## src/rtl/idi_pkg.sv

```systemverilog
// Package for the inverse distance interpolator: sizes, payload structs,
// datapath command codes and the controller-datapath command/status structs.
// No dependencies.
package idi_pkg;

    localparam int MAX_ENTRIES = 32;
    localparam int IDX_W       = $clog2(MAX_ENTRIES);
    localparam int K_W         = $clog2(MAX_ENTRIES + 1);
    localparam int ACC_W       = 98 + $clog2(MAX_ENTRIES);
    localparam int IT_W        = $clog2(ACC_W + 1);
    localparam int SQRT_STEPS  = 34;
    localparam int WDIV_STEPS  = 80;

    localparam int CNT_W       = 6;
    localparam int POW_W       = 4;
    localparam int CFG_IDX_W   = 1;
    localparam int CFG_DATA_W  = 6;

    localparam logic [CFG_IDX_W-1:0] CFG_ENTRY_COUNT  = 1'd0;
    localparam logic [CFG_IDX_W-1:0] CFG_POWER        = 1'd1;
    localparam logic [CNT_W-1:0]     ENTRY_COUNT_RST  = 6'd21;
    localparam logic [POW_W-1:0]     POWER_RST        = 4'd2;

    localparam logic CMD_LOAD  = 1'b0;
    localparam logic CMD_QUERY = 1'b1;

    typedef struct packed {
        logic               cmd;
        logic [4:0]         entry_index;
        logic signed [31:0] point_x;
        logic signed [31:0] point_y;
        logic signed [31:0] value_in_x;
        logic signed [31:0] value_in_y;
    } t_in_item;

    typedef struct packed {
        logic signed [31:0] value_out_x;
        logic signed [31:0] value_out_y;
        logic               exact_hit;
        logic               saturated;
    } t_out_item;

    typedef enum logic [2:0] {
        MUL_NONE  = 3'd0,
        MUL_DX    = 3'd1,
        MUL_DY    = 3'd2,
        MUL_VX_LO = 3'd3,
        MUL_VX_HI = 3'd4,
        MUL_VY_LO = 3'd5,
        MUL_VY_HI = 3'd6
    } t_mul_sel;

    typedef enum logic [2:0] {
        ACC_NONE   = 3'd0,
        ACC_SQ_SET = 3'd1,
        ACC_SQ_ADD = 3'd2,
        ACC_X_LO   = 3'd3,
        ACC_X_HI   = 3'd4,
        ACC_Y_LO   = 3'd5,
        ACC_Y_HI   = 3'd6
    } t_acc_sel;

    typedef struct packed {
        logic             load_we;
        logic             q_start;
        logic [IDX_W-1:0] rd_addr;
        logic             diff;
        t_mul_sel         mul_sel;
        t_acc_sel         acc_sel;
        logic             sqrt_step;
        logic             w_set;
        logic             wdiv_init;
        logic             div_step;
        logic             w_end;
        logic             norm_add;
        logic             fdiv_x_init;
        logic             fdiv_y_init;
        logic             fx_end;
        logic             fy_end;
        logic             out_zero;
        logic             out_hit;
    } t_dp_cmd;

    typedef struct packed {
        logic d_zero;
        logic q_ovf;
        logic norm_zero;
    } t_dp_sts;

endpackage

```

## src/rtl/idi_ctrl.sv

```systemverilog
// Controller: configuration registers, walk over table entries and sequencing
// of the datapath steps. Depends on idi_pkg.
module idi_ctrl
    import idi_pkg::*;
(
    input  logic                  i_clk,
    input  logic                  i_rst_n,
    input  logic                  start,
    output logic                  busy,
    input  t_in_item              i_item,
    input  logic                  i_cfg_valid,
    input  logic [CFG_IDX_W-1:0]  i_cfg_index,
    input  logic [CFG_DATA_W-1:0] i_cfg_data,
    input  t_dp_sts               i_sts,
    output t_dp_cmd               o_cmd,
    output logic                  o_strobe
);

    typedef enum logic [23:0] {
        S_IDLE = 24'h000001, S_RD   = 24'h000002, S_DIFF = 24'h000004,
        S_SQX  = 24'h000008, S_SQY  = 24'h000010, S_SQADD = 24'h000020,
        S_ROOT = 24'h000040, S_WCHK = 24'h000080, S_WINIT = 24'h000100,
        S_WDIV = 24'h000200, S_WEND = 24'h000400, S_MXL  = 24'h000800,
        S_MXH  = 24'h001000, S_MYL  = 24'h002000, S_MYH  = 24'h004000,
        S_ACCY = 24'h008000, S_FIN  = 24'h010000, S_FXI  = 24'h020000,
        S_FXD  = 24'h040000, S_FXE  = 24'h080000, S_FYI  = 24'h100000,
        S_FYD  = 24'h200000, S_FYE  = 24'h400000, S_DONE = 24'h800000
    } t_state;

    t_state           r_state, n_state;
    logic [CNT_W-1:0] r_count;
    logic [POW_W-1:0] r_power;
    logic [K_W-1:0]   r_k, n_k, r_n, n_n;
    logic [IT_W-1:0]  r_it, n_it;
    logic [POW_W-1:0] r_pw, n_pw;
    logic             accept;

    assign accept = start && !busy;
    assign busy   = (r_state != S_IDLE) && (r_state != S_DONE);

    always_ff @(posedge i_clk) begin
        if (!i_rst_n) begin
            r_state <= S_IDLE;
            r_count <= ENTRY_COUNT_RST;
            r_power <= POWER_RST;
            r_k     <= '0;
            r_n     <= '0;
            r_it    <= '0;
            r_pw    <= '0;
        end else begin
            r_state <= n_state;
            r_k     <= n_k;
            r_n     <= n_n;
            r_it    <= n_it;
            r_pw    <= n_pw;
            if (i_cfg_valid) begin
                case (i_cfg_index)
                    CFG_ENTRY_COUNT: r_count <= i_cfg_data;
                    CFG_POWER:       r_power <= i_cfg_data[POW_W-1:0];
                    default: ;
                endcase
            end
        end
    end

    always_comb begin
        n_state = r_state;
        n_k     = r_k;
        n_n     = r_n;
        n_it    = r_it;
        n_pw    = r_pw;
        o_cmd   = '0;
        o_cmd.mul_sel = MUL_NONE;
        o_cmd.acc_sel = ACC_NONE;
        o_cmd.rd_addr = r_k[IDX_W-1:0];
        case (r_state)
            S_IDLE, S_DONE: begin
                n_state = S_IDLE;
                if (accept) begin
                    if (i_item.cmd == CMD_QUERY) begin
                        o_cmd.q_start = 1'b1;
                        n_k = '0;
                        if (int'(r_count) > MAX_ENTRIES) begin
                            n_n = K_W'(MAX_ENTRIES);
                        end else begin
                            n_n = K_W'(r_count);
                        end
                        n_state = (r_count == '0) ? S_FIN : S_RD;
                    end else begin
                        o_cmd.load_we = (int'(i_item.entry_index) < MAX_ENTRIES);
                    end
                end
            end
            S_RD:   n_state = S_DIFF;
            S_DIFF: begin
                o_cmd.diff = 1'b1;
                n_state    = S_SQX;
            end
            S_SQX: begin
                o_cmd.mul_sel = MUL_DX;
                n_state       = S_SQY;
            end
            S_SQY: begin
                o_cmd.mul_sel = MUL_DY;
                o_cmd.acc_sel = ACC_SQ_SET;
                n_state       = S_SQADD;
            end
            S_SQADD: begin
                o_cmd.acc_sel = ACC_SQ_ADD;
                n_it          = '0;
                n_state       = S_ROOT;
            end
            S_ROOT: begin
                o_cmd.sqrt_step = 1'b1;
                n_it            = r_it + 1'b1;
                if (r_it == IT_W'(SQRT_STEPS - 1)) begin
                    n_state = S_WCHK;
                end
            end
            S_WCHK: begin
                if (i_sts.d_zero && (r_power != '0)) begin
                    o_cmd.out_hit = 1'b1;
                    n_state       = S_DONE;
                end else begin
                    o_cmd.w_set = 1'b1;
                    n_pw        = '0;
                    n_state     = (r_power == '0) ? S_MXL : S_WINIT;
                end
            end
            S_WINIT: begin
                o_cmd.wdiv_init = 1'b1;
                n_it            = '0;
                n_state         = S_WDIV;
            end
            S_WDIV: begin
                o_cmd.div_step = 1'b1;
                n_it           = r_it + 1'b1;
                if (r_it == IT_W'(WDIV_STEPS - 1)) begin
                    n_state = S_WEND;
                end
            end
            S_WEND: begin
                o_cmd.w_end = 1'b1;
                n_pw        = r_pw + 1'b1;
                if (i_sts.q_ovf || (n_pw == r_power)) begin
                    n_state = S_MXL;
                end else begin
                    n_state = S_WINIT;
                end
            end
            S_MXL: begin
                o_cmd.mul_sel = MUL_VX_LO;
                n_state       = S_MXH;
            end
            S_MXH: begin
                o_cmd.mul_sel = MUL_VX_HI;
                o_cmd.acc_sel = ACC_X_LO;
                n_state       = S_MYL;
            end
            S_MYL: begin
                o_cmd.mul_sel = MUL_VY_LO;
                o_cmd.acc_sel = ACC_X_HI;
                n_state       = S_MYH;
            end
            S_MYH: begin
                o_cmd.mul_sel = MUL_VY_HI;
                o_cmd.acc_sel = ACC_Y_LO;
                n_state       = S_ACCY;
            end
            S_ACCY: begin
                o_cmd.acc_sel  = ACC_Y_HI;
                o_cmd.norm_add = 1'b1;
                n_k            = r_k + 1'b1;
                n_state        = (n_k == r_n) ? S_FIN : S_RD;
            end
            S_FIN: begin
                if (i_sts.norm_zero) begin
                    o_cmd.out_zero = 1'b1;
                    n_state        = S_DONE;
                end else begin
                    n_state = S_FXI;
                end
            end
            S_FXI: begin
                o_cmd.fdiv_x_init = 1'b1;
                n_it              = '0;
                n_state           = S_FXD;
            end
            S_FXD: begin
                o_cmd.div_step = 1'b1;
                n_it           = r_it + 1'b1;
                if (r_it == IT_W'(ACC_W - 1)) begin
                    n_state = S_FXE;
                end
            end
            S_FXE: begin
                o_cmd.fx_end = 1'b1;
                n_state      = S_FYI;
            end
            S_FYI: begin
                o_cmd.fdiv_y_init = 1'b1;
                n_it              = '0;
                n_state           = S_FYD;
            end
            S_FYD: begin
                o_cmd.div_step = 1'b1;
                n_it           = r_it + 1'b1;
                if (r_it == IT_W'(ACC_W - 1)) begin
                    n_state = S_FYE;
                end
            end
            S_FYE: begin
                o_cmd.fy_end = 1'b1;
                n_state      = S_DONE;
            end
            default: n_state = S_IDLE;
        endcase
    end

    assign o_strobe = (r_state == S_DONE);

endmodule

```

## config.mk

```make
export PLATFORM = sky130hd
export DESIGN_NAME = idi_ctrl
export DESIGN_NICKNAME = d
export VERILOG_FILES = /design/src/rtl/idi_pkg.sv /design/src/rtl/idi_ctrl.sv
export SDC_FILE = /design/constraint.sdc
export NUM_CORES = 1
export LEC_CHECK = 0
export BUFFER_PORTS_ARGS = -buffer_cell sky130_fd_sc_hd__buf_2
export CORE_MARGIN = 2
export CORE_UTILIZATION = 25
export CTS_CLUSTER_DIAMETER = 120
export DETAILED_ROUTE_END_ITERATION = 8
export PLACE_DENSITY = 0.47
export SETUP_SLACK_MARGIN = 0.05
export SYNTH_ARGS = -nofsm -noshare
export SYNTH_HDL_FRONTEND = slang
export SYNTH_SLANG_ARGS = --single-unit
```

## constraint.sdc

```tcl
create_clock -name i_clk -period 5.7 [get_ports i_clk]
set_input_delay 0.855 -clock i_clk [delete_from_list [all_inputs] [get_ports i_clk]]
set_output_delay 0.855 -clock i_clk [all_outputs]
set_load 0.01 [all_outputs]
```

=== Word-level counts from Yosys, hierarchy flattened ===
Index checks and enable logic that the tools add are counted.

* Bits in registers: 57
* Input bits: 148
* Output and inout bits: 28
* Logic and storage cells: 113

* Add/sub/neg operators: 3
* $lt $le $gt $ge: 1
* Eq/ne operators: 38
* Muxes and demuxes: 42
* Bitwise operators: 1
* Reduce and logical (&&, ||, !) cells: 21

{| class="wikitable"
|+ Operators by type and width
! kind !! number
|-
| $pmux 24 s23 || 1
|-
| $mux 24 || 6
|-
| $mux 17 || 4
|-
| $pmux 3 s6 || 2
|-
| $eq 24x1->1 const B || 1
|-
| $eq 24x10->1 const B || 1
|-
| $eq 24x11->1 const B || 1
|-
| $eq 24x12->1 const B || 1
|-
| $eq 24x13->1 const B || 1
|-
| $eq 24x14->1 const B || 1
|-
| $eq 24x15->1 const B || 1
|-
| $eq 24x16->1 const B || 1
|-
| $eq 24x17->1 const B || 1
|-
| $eq 24x18->1 const B || 1
|-
| $eq 24x19->1 const B || 1
|-
| $eq 24x2->1 const B || 1
|-
| $eq 24x20->1 const B || 1
|-
| $eq 24x21->1 const B || 1
|-
| $eq 24x22->1 const B || 1
|-
| $eq 24x23->1 const B || 1
|-
| $eq 24x24->1 const B || 1
|-
| $eq 24x3->1 const B || 1
|-
| $eq 24x4->1 const B || 1
|-
| $eq 24x5->1 const B || 1
|-
| 37 further kinds || 73
|}

=== Longest topological paths before layout ===
Gate-level depths: netlist of run 1.

* Depth in word-level cells: 6
* Mapped depth: 9
* Depth with buffers taken out: 8

=== Least setup slack after synthesis of run 1 ===
Ideal clock, no wire load.

* Kind: reg-to-output
* From: reg r_state[4]
* To: out o_cmd[2] in the netlist's numbering
* Data arrival time: 1843 ps
* Required time: 4845 ps
* Path slack: 3002 ps
* Stages on the path, launching flop included: 5
* Buffers on the path: 0
* Cell sequence: dfxtp_1 nor4_4 nand4_2 or2_2 nor4b_1

{| class="wikitable"
|+ RTL lines
! item !! RTL line !! RTL
|-
| start: declaration || idi_ctrl.sv:30 || <nowiki>t_state r_state, n_state;</nowiki>
|-
| start signal: assignment || idi_ctrl.sv:51 || <nowiki>r_state <= n_state;</nowiki>
|-
| end: declaration || idi_ctrl.sv:15 || <nowiki>output t_dp_cmd o_cmd,</nowiki>
|}

==> metrics, run 1 <==
Critical Path Start Type=register; Seq/Total Area, Yosys=0.351; PD cells=272 nW/µm²; total CTS buffers=9; Syn Inst Count=399; Yosys warnings=0; Final Routed Wirelength=8760 µm; flops & latches, synth=57; initial core utilization=0.257; Die ar.=13900 µm²; critical path class=register to output pin; n_diodes=0; Yosys cell types=59; DR vias=2980; adder-cell share of the synthesized area=0.0192; per-cell routed wire length=14.3 µm; Compound-Gate Fraction of Synth Area=0.113; GR Util All Layers=0.131; Simple-Gate Fraction of Synth Area=0.396; worst skew pair latency=330 ps; final setup fails=0; Ports=176; Worst-path clk slew=50 ps; vias per cell=4.87; CTS tree=built; Final Hold Vio Count=0; CP Capture Type=output pin; Hold WC Path Type=register to register; Root Buffer=clkbuf_16; TritonRoute pass-1 iters=4; clock buffer depth=2; initial antenna violation count=0; min Tclk post-route=3580 ps; H-tree depth=3; largest family of logic cells by synthesized area=simple AND/OR/NAND/NOR gates; post-cts sizing count=0; Max-Cap Viols=0; Post-synth EDFFs=0; Slew headroom=0.383; maximum VDD drop=0.000131 V; Critical Path RT=4850 ps; post-synthesis xor/xnor area fraction=0.0662; Total Nets Final=588; mean area per synthesized cell=8.15 µm²; vias in the first global route=2910; Leak=0.00161 µW; # DRC=0; Routed Antenna Nets=0; mapped cell area=3250 µm²; critical path peak fanout=9; RSZ-0062 raised after global routing=no; Hold-fix buffers, CTS=0; area delta synth->final=20.6%; share of cells above drive strength 1=0.182; gp weighted congestion=0.811; dpl hpwl=6500 µm; die width=118 µm; GRT Residual Overflow=0; post-layout util=0.309; mux cell area share after synthesis=0.0127; status=complete, no violations; first-pass GRT wire length=14700 µm; ys flop type=dfxtp_1; fmax=280 MHz; Final Cycle Share=0.627; worst path arrival time=2720 ps; Max Slew Vio Count=0; Detailed Route Iter0 Violations=133; Post-CTS Setup Bufs=0; Die Y=118 µm; Mapped Nets=552; Async SR Flop Fraction=0; Num Clock Sinks=57; PortBufs=42; std cell rows=41; worst slew pin tran=924 ps; Core Area=12700 µm²; largest net degree at the start of global routing=30; setup TNS=0 ps; worst clock skew=7.94 ps
==> worst max-delay path: stages (launching register included) <==
cell and delay [ps]:
dfxtp_1 370, nor4_4 570, nand4_2 230, or2_2 370, nor4b_1 600, buf_2 250
==> cell usage in the layout (no fill, tap or decap), types with 2 or more instances in the layout <==
| cell type | n |
|---|---|
| nor3b_1 | 8 |
| dfxtp_1 | 57 |
| nand3b_1 | 9 |
| nor4_2 | 2 |
| and3_1 | 8 |
| a22oi_1 | 2 |
| or4_1 | 4 |
| mux2i_1 | 3 |
| xor2_1 | 10 |
| clkinv_2 | 2 |
| or3_1 | 2 |
| or4b_2 | 2 |
| nand4b_1 | 3 |
| clkbuf_8 | 2 |
| nand4_1 | 6 |
| and4b_1 | 2 |
| nand2b_1 | 3 |
| o31ai_1 | 2 |
| nor2b_1 | 5 |
| buf_2 | 42 |
| and2_1 | 7 |
| bufinv_16 | 2 |
| xnor2_1 | 12 |
| inv_1 | 9 |
| or2_2 | 6 |
| nor4_1 | 12 |
| nor4_4 | 3 |
| nor3_1 | 13 |
| a21oi_1 | 27 |
| ha_1 | 5 |
| a31oi_1 | 2 |
| clkbuf_16 | 9 |
| nand2_1 | 48 |
| nor2_1 | 29 |
| o21ai_0 | 16 |
| a211o_1 | 2 |
| nand3_1 | 32 |
| and4_1 | 2 |
| nor4b_1 | 7 |
==> report_power, final <==
group | total [µW] | switching, µW | leakage (µW) | internal (µW)
sequential | 413 | 6.54 | 0.000461 | 406
clock | 591 | 187 | 0.000162 | 404
combinational | 64.6 | 39.8 | 0.000989 | 24.8
total | 1070 | 233 | 0.00161 | 835
==> kinds of logic after synthesis <==
kind of cell             Yosys count
AND/OR/NAND/NOR                  220
AO/OA/AOI/OAI                     62
flip-flops                        57
buffers and inverters             28
XOR/XNOR                          23
adder cells (fa/ha/maj)            5
multiplexers                       4
==> final cells by class <==
cell class                      instances  area (µm²)
Clock inverter                          5        77.6
Clock buffer                           11         253
Sequential cell                        57        1140
Tap cell                              172         215
Timing Repair Buffer                   43         218
Multi-Input combinational cell        314        1970
Fill cell                            1385        8750
Inverter                               10        42.5
==> layer usage <==
layer,wire [µm],global-route usage,up-vias
met2,3780,0.195,60
met3,472,0.0344,12
met5,0,0,-
met4,134,0.0512,0
li1,-,-,1517
met1,4370,0.178,1391
==> per-stage QoR <==
stage | total power (µW) | cells | instance area (µm²) | setup WS [ps] | hold WS, ps
CTS | 1090 | 612 | 3920 | 2080 | 464
finish | 1070 | 612 | 3920 | 2120 | 462
global route | 1110 | 612 | 3920 | 1930 | 503
floorplan | 464 | 399 | 3250 | 3000 | 437
global placement | 486 | 596 | 3590 | 2400 | 459
detailed placement | 486 | 596 | 3590 | 2440 | 457
==> cells in the mapped netlist, types with 2 or more instances <==
library cell / count / share of area
nor4_2: 2 / 0.0077
a22oi_1: 2 / 0.0046
a21oi_1: 27 / 0.042
o21ai_0: 16 / 0.025
buf_2: 3 / 0.0046
a31oi_1: 2 / 0.0038
or4_1: 4 / 0.0092
nand4b_1: 3 / 0.0081
xor2_1: 10 / 0.027
dfxtp_1: 57 / 0.35
nor3_1: 13 / 0.020
buf_4: 6 / 0.014
ha_1: 5 / 0.019
o31ai_1: 2 / 0.0046
and3_1: 8 / 0.015
or4b_2: 2 / 0.0062
nand3_1: 32 / 0.049
nor2b_1: 5 / 0.0096
nand3b_1: 9 / 0.021
and4_1: 2 / 0.0054
nor4b_1: 7 / 0.019
or3_1: 2 / 0.0038
mux2i_1: 3 / 0.0092
nor4_4: 3 / 0.020
and4b_1: 2 / 0.0062
a211o_1: 2 / 0.0054
nor3b_1: 8 / 0.018
nand2b_1: 3 / 0.0058
clkbuf_1: 8 / 0.0092
nand2_1: 48 / 0.055
inv_1: 9 / 0.010
xnor2_1: 12 / 0.032
or2_2: 6 / 0.012
and2_1: 7 / 0.013
nand4_1: 6 / 0.012
nor2_1: 29 / 0.033
nor4_1: 12 / 0.023
==> state kept, by name, summed over array words and instances, names as in the netlist <==
signal,flops
r_state,24
r_k,6
r_it,7
r_pw,4
r_power,4
r_n,6
r_count,6
==> final timing paths <==
kind	start	endpoint	slack, ps	depth (start not counted)
max	r_state[4]$_SDFFE_PN0P_	o_cmd[2]	2120	5
min	r_n[5]$_SDFFE_PN0P_	r_n[5]$_SDFFE_PN0P_	460	2
max reg2reg	r_state[21]$_SDFFE_PN0P_	r_pw[1]$_SDFFE_PN0P_	2890	6
min reg2reg	r_n[5]$_SDFFE_PN0P_	r_n[5]$_SDFFE_PN0P_	460	2
(Power assumes the default switching activity.)
==> inputs of run 2 (changes only) <==
ABC_AREA = 1   (was unset)
PLACE_DENSITY = 0.46   (was 0.47)
clock period = 3.3 ns   (was 5.7 ns; I/O delays follow)
==> metrics, run 2 <==
Synth top cells by count=nand2_1 (88), inv_1 (73), nor2_1 (71); Synth area leaders=dfxtp_1 (33%), nand2_1 (9.6%), inv_1 (8.0%); GR Layer Usage met2=0.188; most frequent cells in the layout=nand2_1 (88), inv_1 (73), nor2_1 (71); Final Routed Wirelength=8910 µm; Final Worst Setup Slack=774 ps; Async SR Flop Fraction=0; ordered list of cells on the worst path=nor2_2 > nand2_2 > nor2_8 > nand2_4 > nor2_4 > nor2_4 > inv_4 > nand3_4 > inv_2 > buf_2; Yosys warnings=0; die width=121 µm; ys flop type=dfxtp_1; flops & latches, synth=57; max reg flops=24; Max Slew Vio Count=0; gr busiest metal=met2; Post-synth EDFFs=0; total CTS buffers=9; initial antenna violation count=0; Largest regs=r_state: 24 flops, r_it: 7 flops; Placement Cell Area=3790 µm²; H-tree depth=3; share of cells above drive strength 1=0.191; Critical Path RT=2800 ps; fill cell count=1497; design area=4080 µm²; mean area per synthesized cell=6.74 µm²; std cell rows=42; CTS tree=built; flip-flop and latch area=1140 µm²; Syn Inst Count=508; met3 usage=0.0296; GRT Residual Overflow=0; # DRC=0; Ports=176; worst slew pin tran=552 ps; min Tclk post-route=2530 ps; Largest stage delay, worst path=330 ps; Slew headroom=0.628; CP Capture Type=output pin; gp weighted congestion=0.800; Core Area=13300 µm²; Worst-path clk slew=50 ps; GR Util All Layers=0.130; Top reg by flops=r_state; vias in the first global route=3079; dpl hpwl=6900 µm; Leak=0.00194 µW; Synth area leader=dfxtp_1; RSZ-0062 raised after global routing=no; Hold WC Path Type=input pin to register; Post-CTS Setup Bufs=0; pre-CTS WS=1100 ps; Num Clock Sinks=57; PortBufs=42; share of the synthesized area in the top cell type=0.333; final setup fails=0; status=complete, no violations; worst skew pair latency=330 ps; Mapped Nets=661; most common cell after layout, fill and taps aside=nand2_1; mapped cell area=3420 µm²; area delta synth->final=19.2%; vias per cell=4.34; met1 Use GR=0.187; worst path arrival time=2030 ps; crit-path most repeated cell=nor2_4; clock buffer depth=2; DR vias=3166; area of the multi-input gates=1900 µm²; Detailed Route Iter0 Violations=135; Final Cycle Share=0.765; Yosys cell types=35; Critical Path Start Type=register; largest net degree at the start of global routing=28; Root Buffer=clkbuf_16; Seq/Total Area, Yosys=0.333; critical path peak fanout=14; n_diodes=0; count leader, synth=nand2_1; post-cts sizing count=0; Die ar.=14700 µm²; Max-Cap Viols=0; Routed Antenna Nets=0; initial core utilization=0.258; fmax=396 MHz; first-pass GRT wire length=14900 µm; Hold-fix buffers, CTS=0; critical path class=register to output pin; maximum VDD drop=0.000219 V; Final Hold Vio Count=0; worst clock skew=6.00 ps; TritonRoute pass-1 iters=4; per-cell routed wire length=12.2 µm; Die Y=121 µm; PD cells=433 nW/µm²; Critical Path Slowest Stage Cell=dfxtp_1; setup TNS=0 ps; Total Nets Final=702
run 2: cell types whose count changed after synthesis, sizes merged, moves of 8 or more:
cell   change
and3       -8
inv       +71
nand2     +52
nand3     +18
nor2      +61
nor4      -16
nor4b      -8
o21ai      +8
xnor2      -8
run 2: final timing paths:
kind / endpoint / slack (ps) / from / cells after the start
setup / recovery: o_cmd[24] / 770 / r_state[0]$_SDFFE_PN1P_ / 10
hold / removal: r_state[17]$_SDFFE_PN0P_ / 370 / i_sts[0] / 2
setup reg to reg: r_state[7]$_SDFFE_PN0P_ / 1370 / r_state[22]$_SDFFE_PN0P_ / 12
hold reg to reg: r_pw[3]$_SDFFE_PN0P_ / 470 / r_pw[3]$_SDFFE_PN0P_ / 2
run 2: logic make-up after synthesis:
| logic type | after synthesis | share of synthesized area |
|---|---|---|
| simple gates | 272 | 0.394 |
| buf+inv | 93 | 0.112 |
| compound gates | 65 | 0.102 |
| flops | 57 | 0.333 |
| xor+xnor | 16 | 0.0409 |
| fa+ha+maj | 5 | 0.0183 |
run 2: where the power goes:
group	internal [µW]	switching, µW
logic	42.9	89.2
registers	704	10.6
clock network	583	337
run 2: per-layer routing:
metal | vias to the layer above | share of wire
met2 | 58 | 0.41
met5 | - | 0
li1 | 1702 | -
met1 | 1394 | 0.53
met4 | 0 | 0.016
met3 | 12 | 0.043
run 2: layout make-up:
class / count / share of cell area
repair buffers: 43 / 0.0533
inverters: 80 / 0.0754
well taps: 176 / 0.0539
flip-flops and latches: 57 / 0.279
multi-input cells: 358 / 0.466
clock inverters: 7 / 0.0172
clock buffers: 9 / 0.0552
run 2: worst max-delay path, delay by kind of cell, from the launching register on:
family | cells | cell delay (ps)
AND/OR/NAND/NOR | 7 | 980
flip-flops | 1 | 330
buffers and inverters | 3 | 380
run 2: through the flow:
| step | power [µW] | instances | utilization | hold slack (ps) |
|---|---|---|---|---|
| after floorplan | 822 | 508 | - | 437 |
| after global placement | 863 | 714 | 0.285 | 464 |
| after detailed placement | 864 | 714 | 0.285 | 468 |
| after CTS | 1790 | 730 | 0.307 | 360 |
| after global routing | 1840 | 730 | 0.307 | 382 |
| final | 1770 | 730 | 0.307 | 366 |
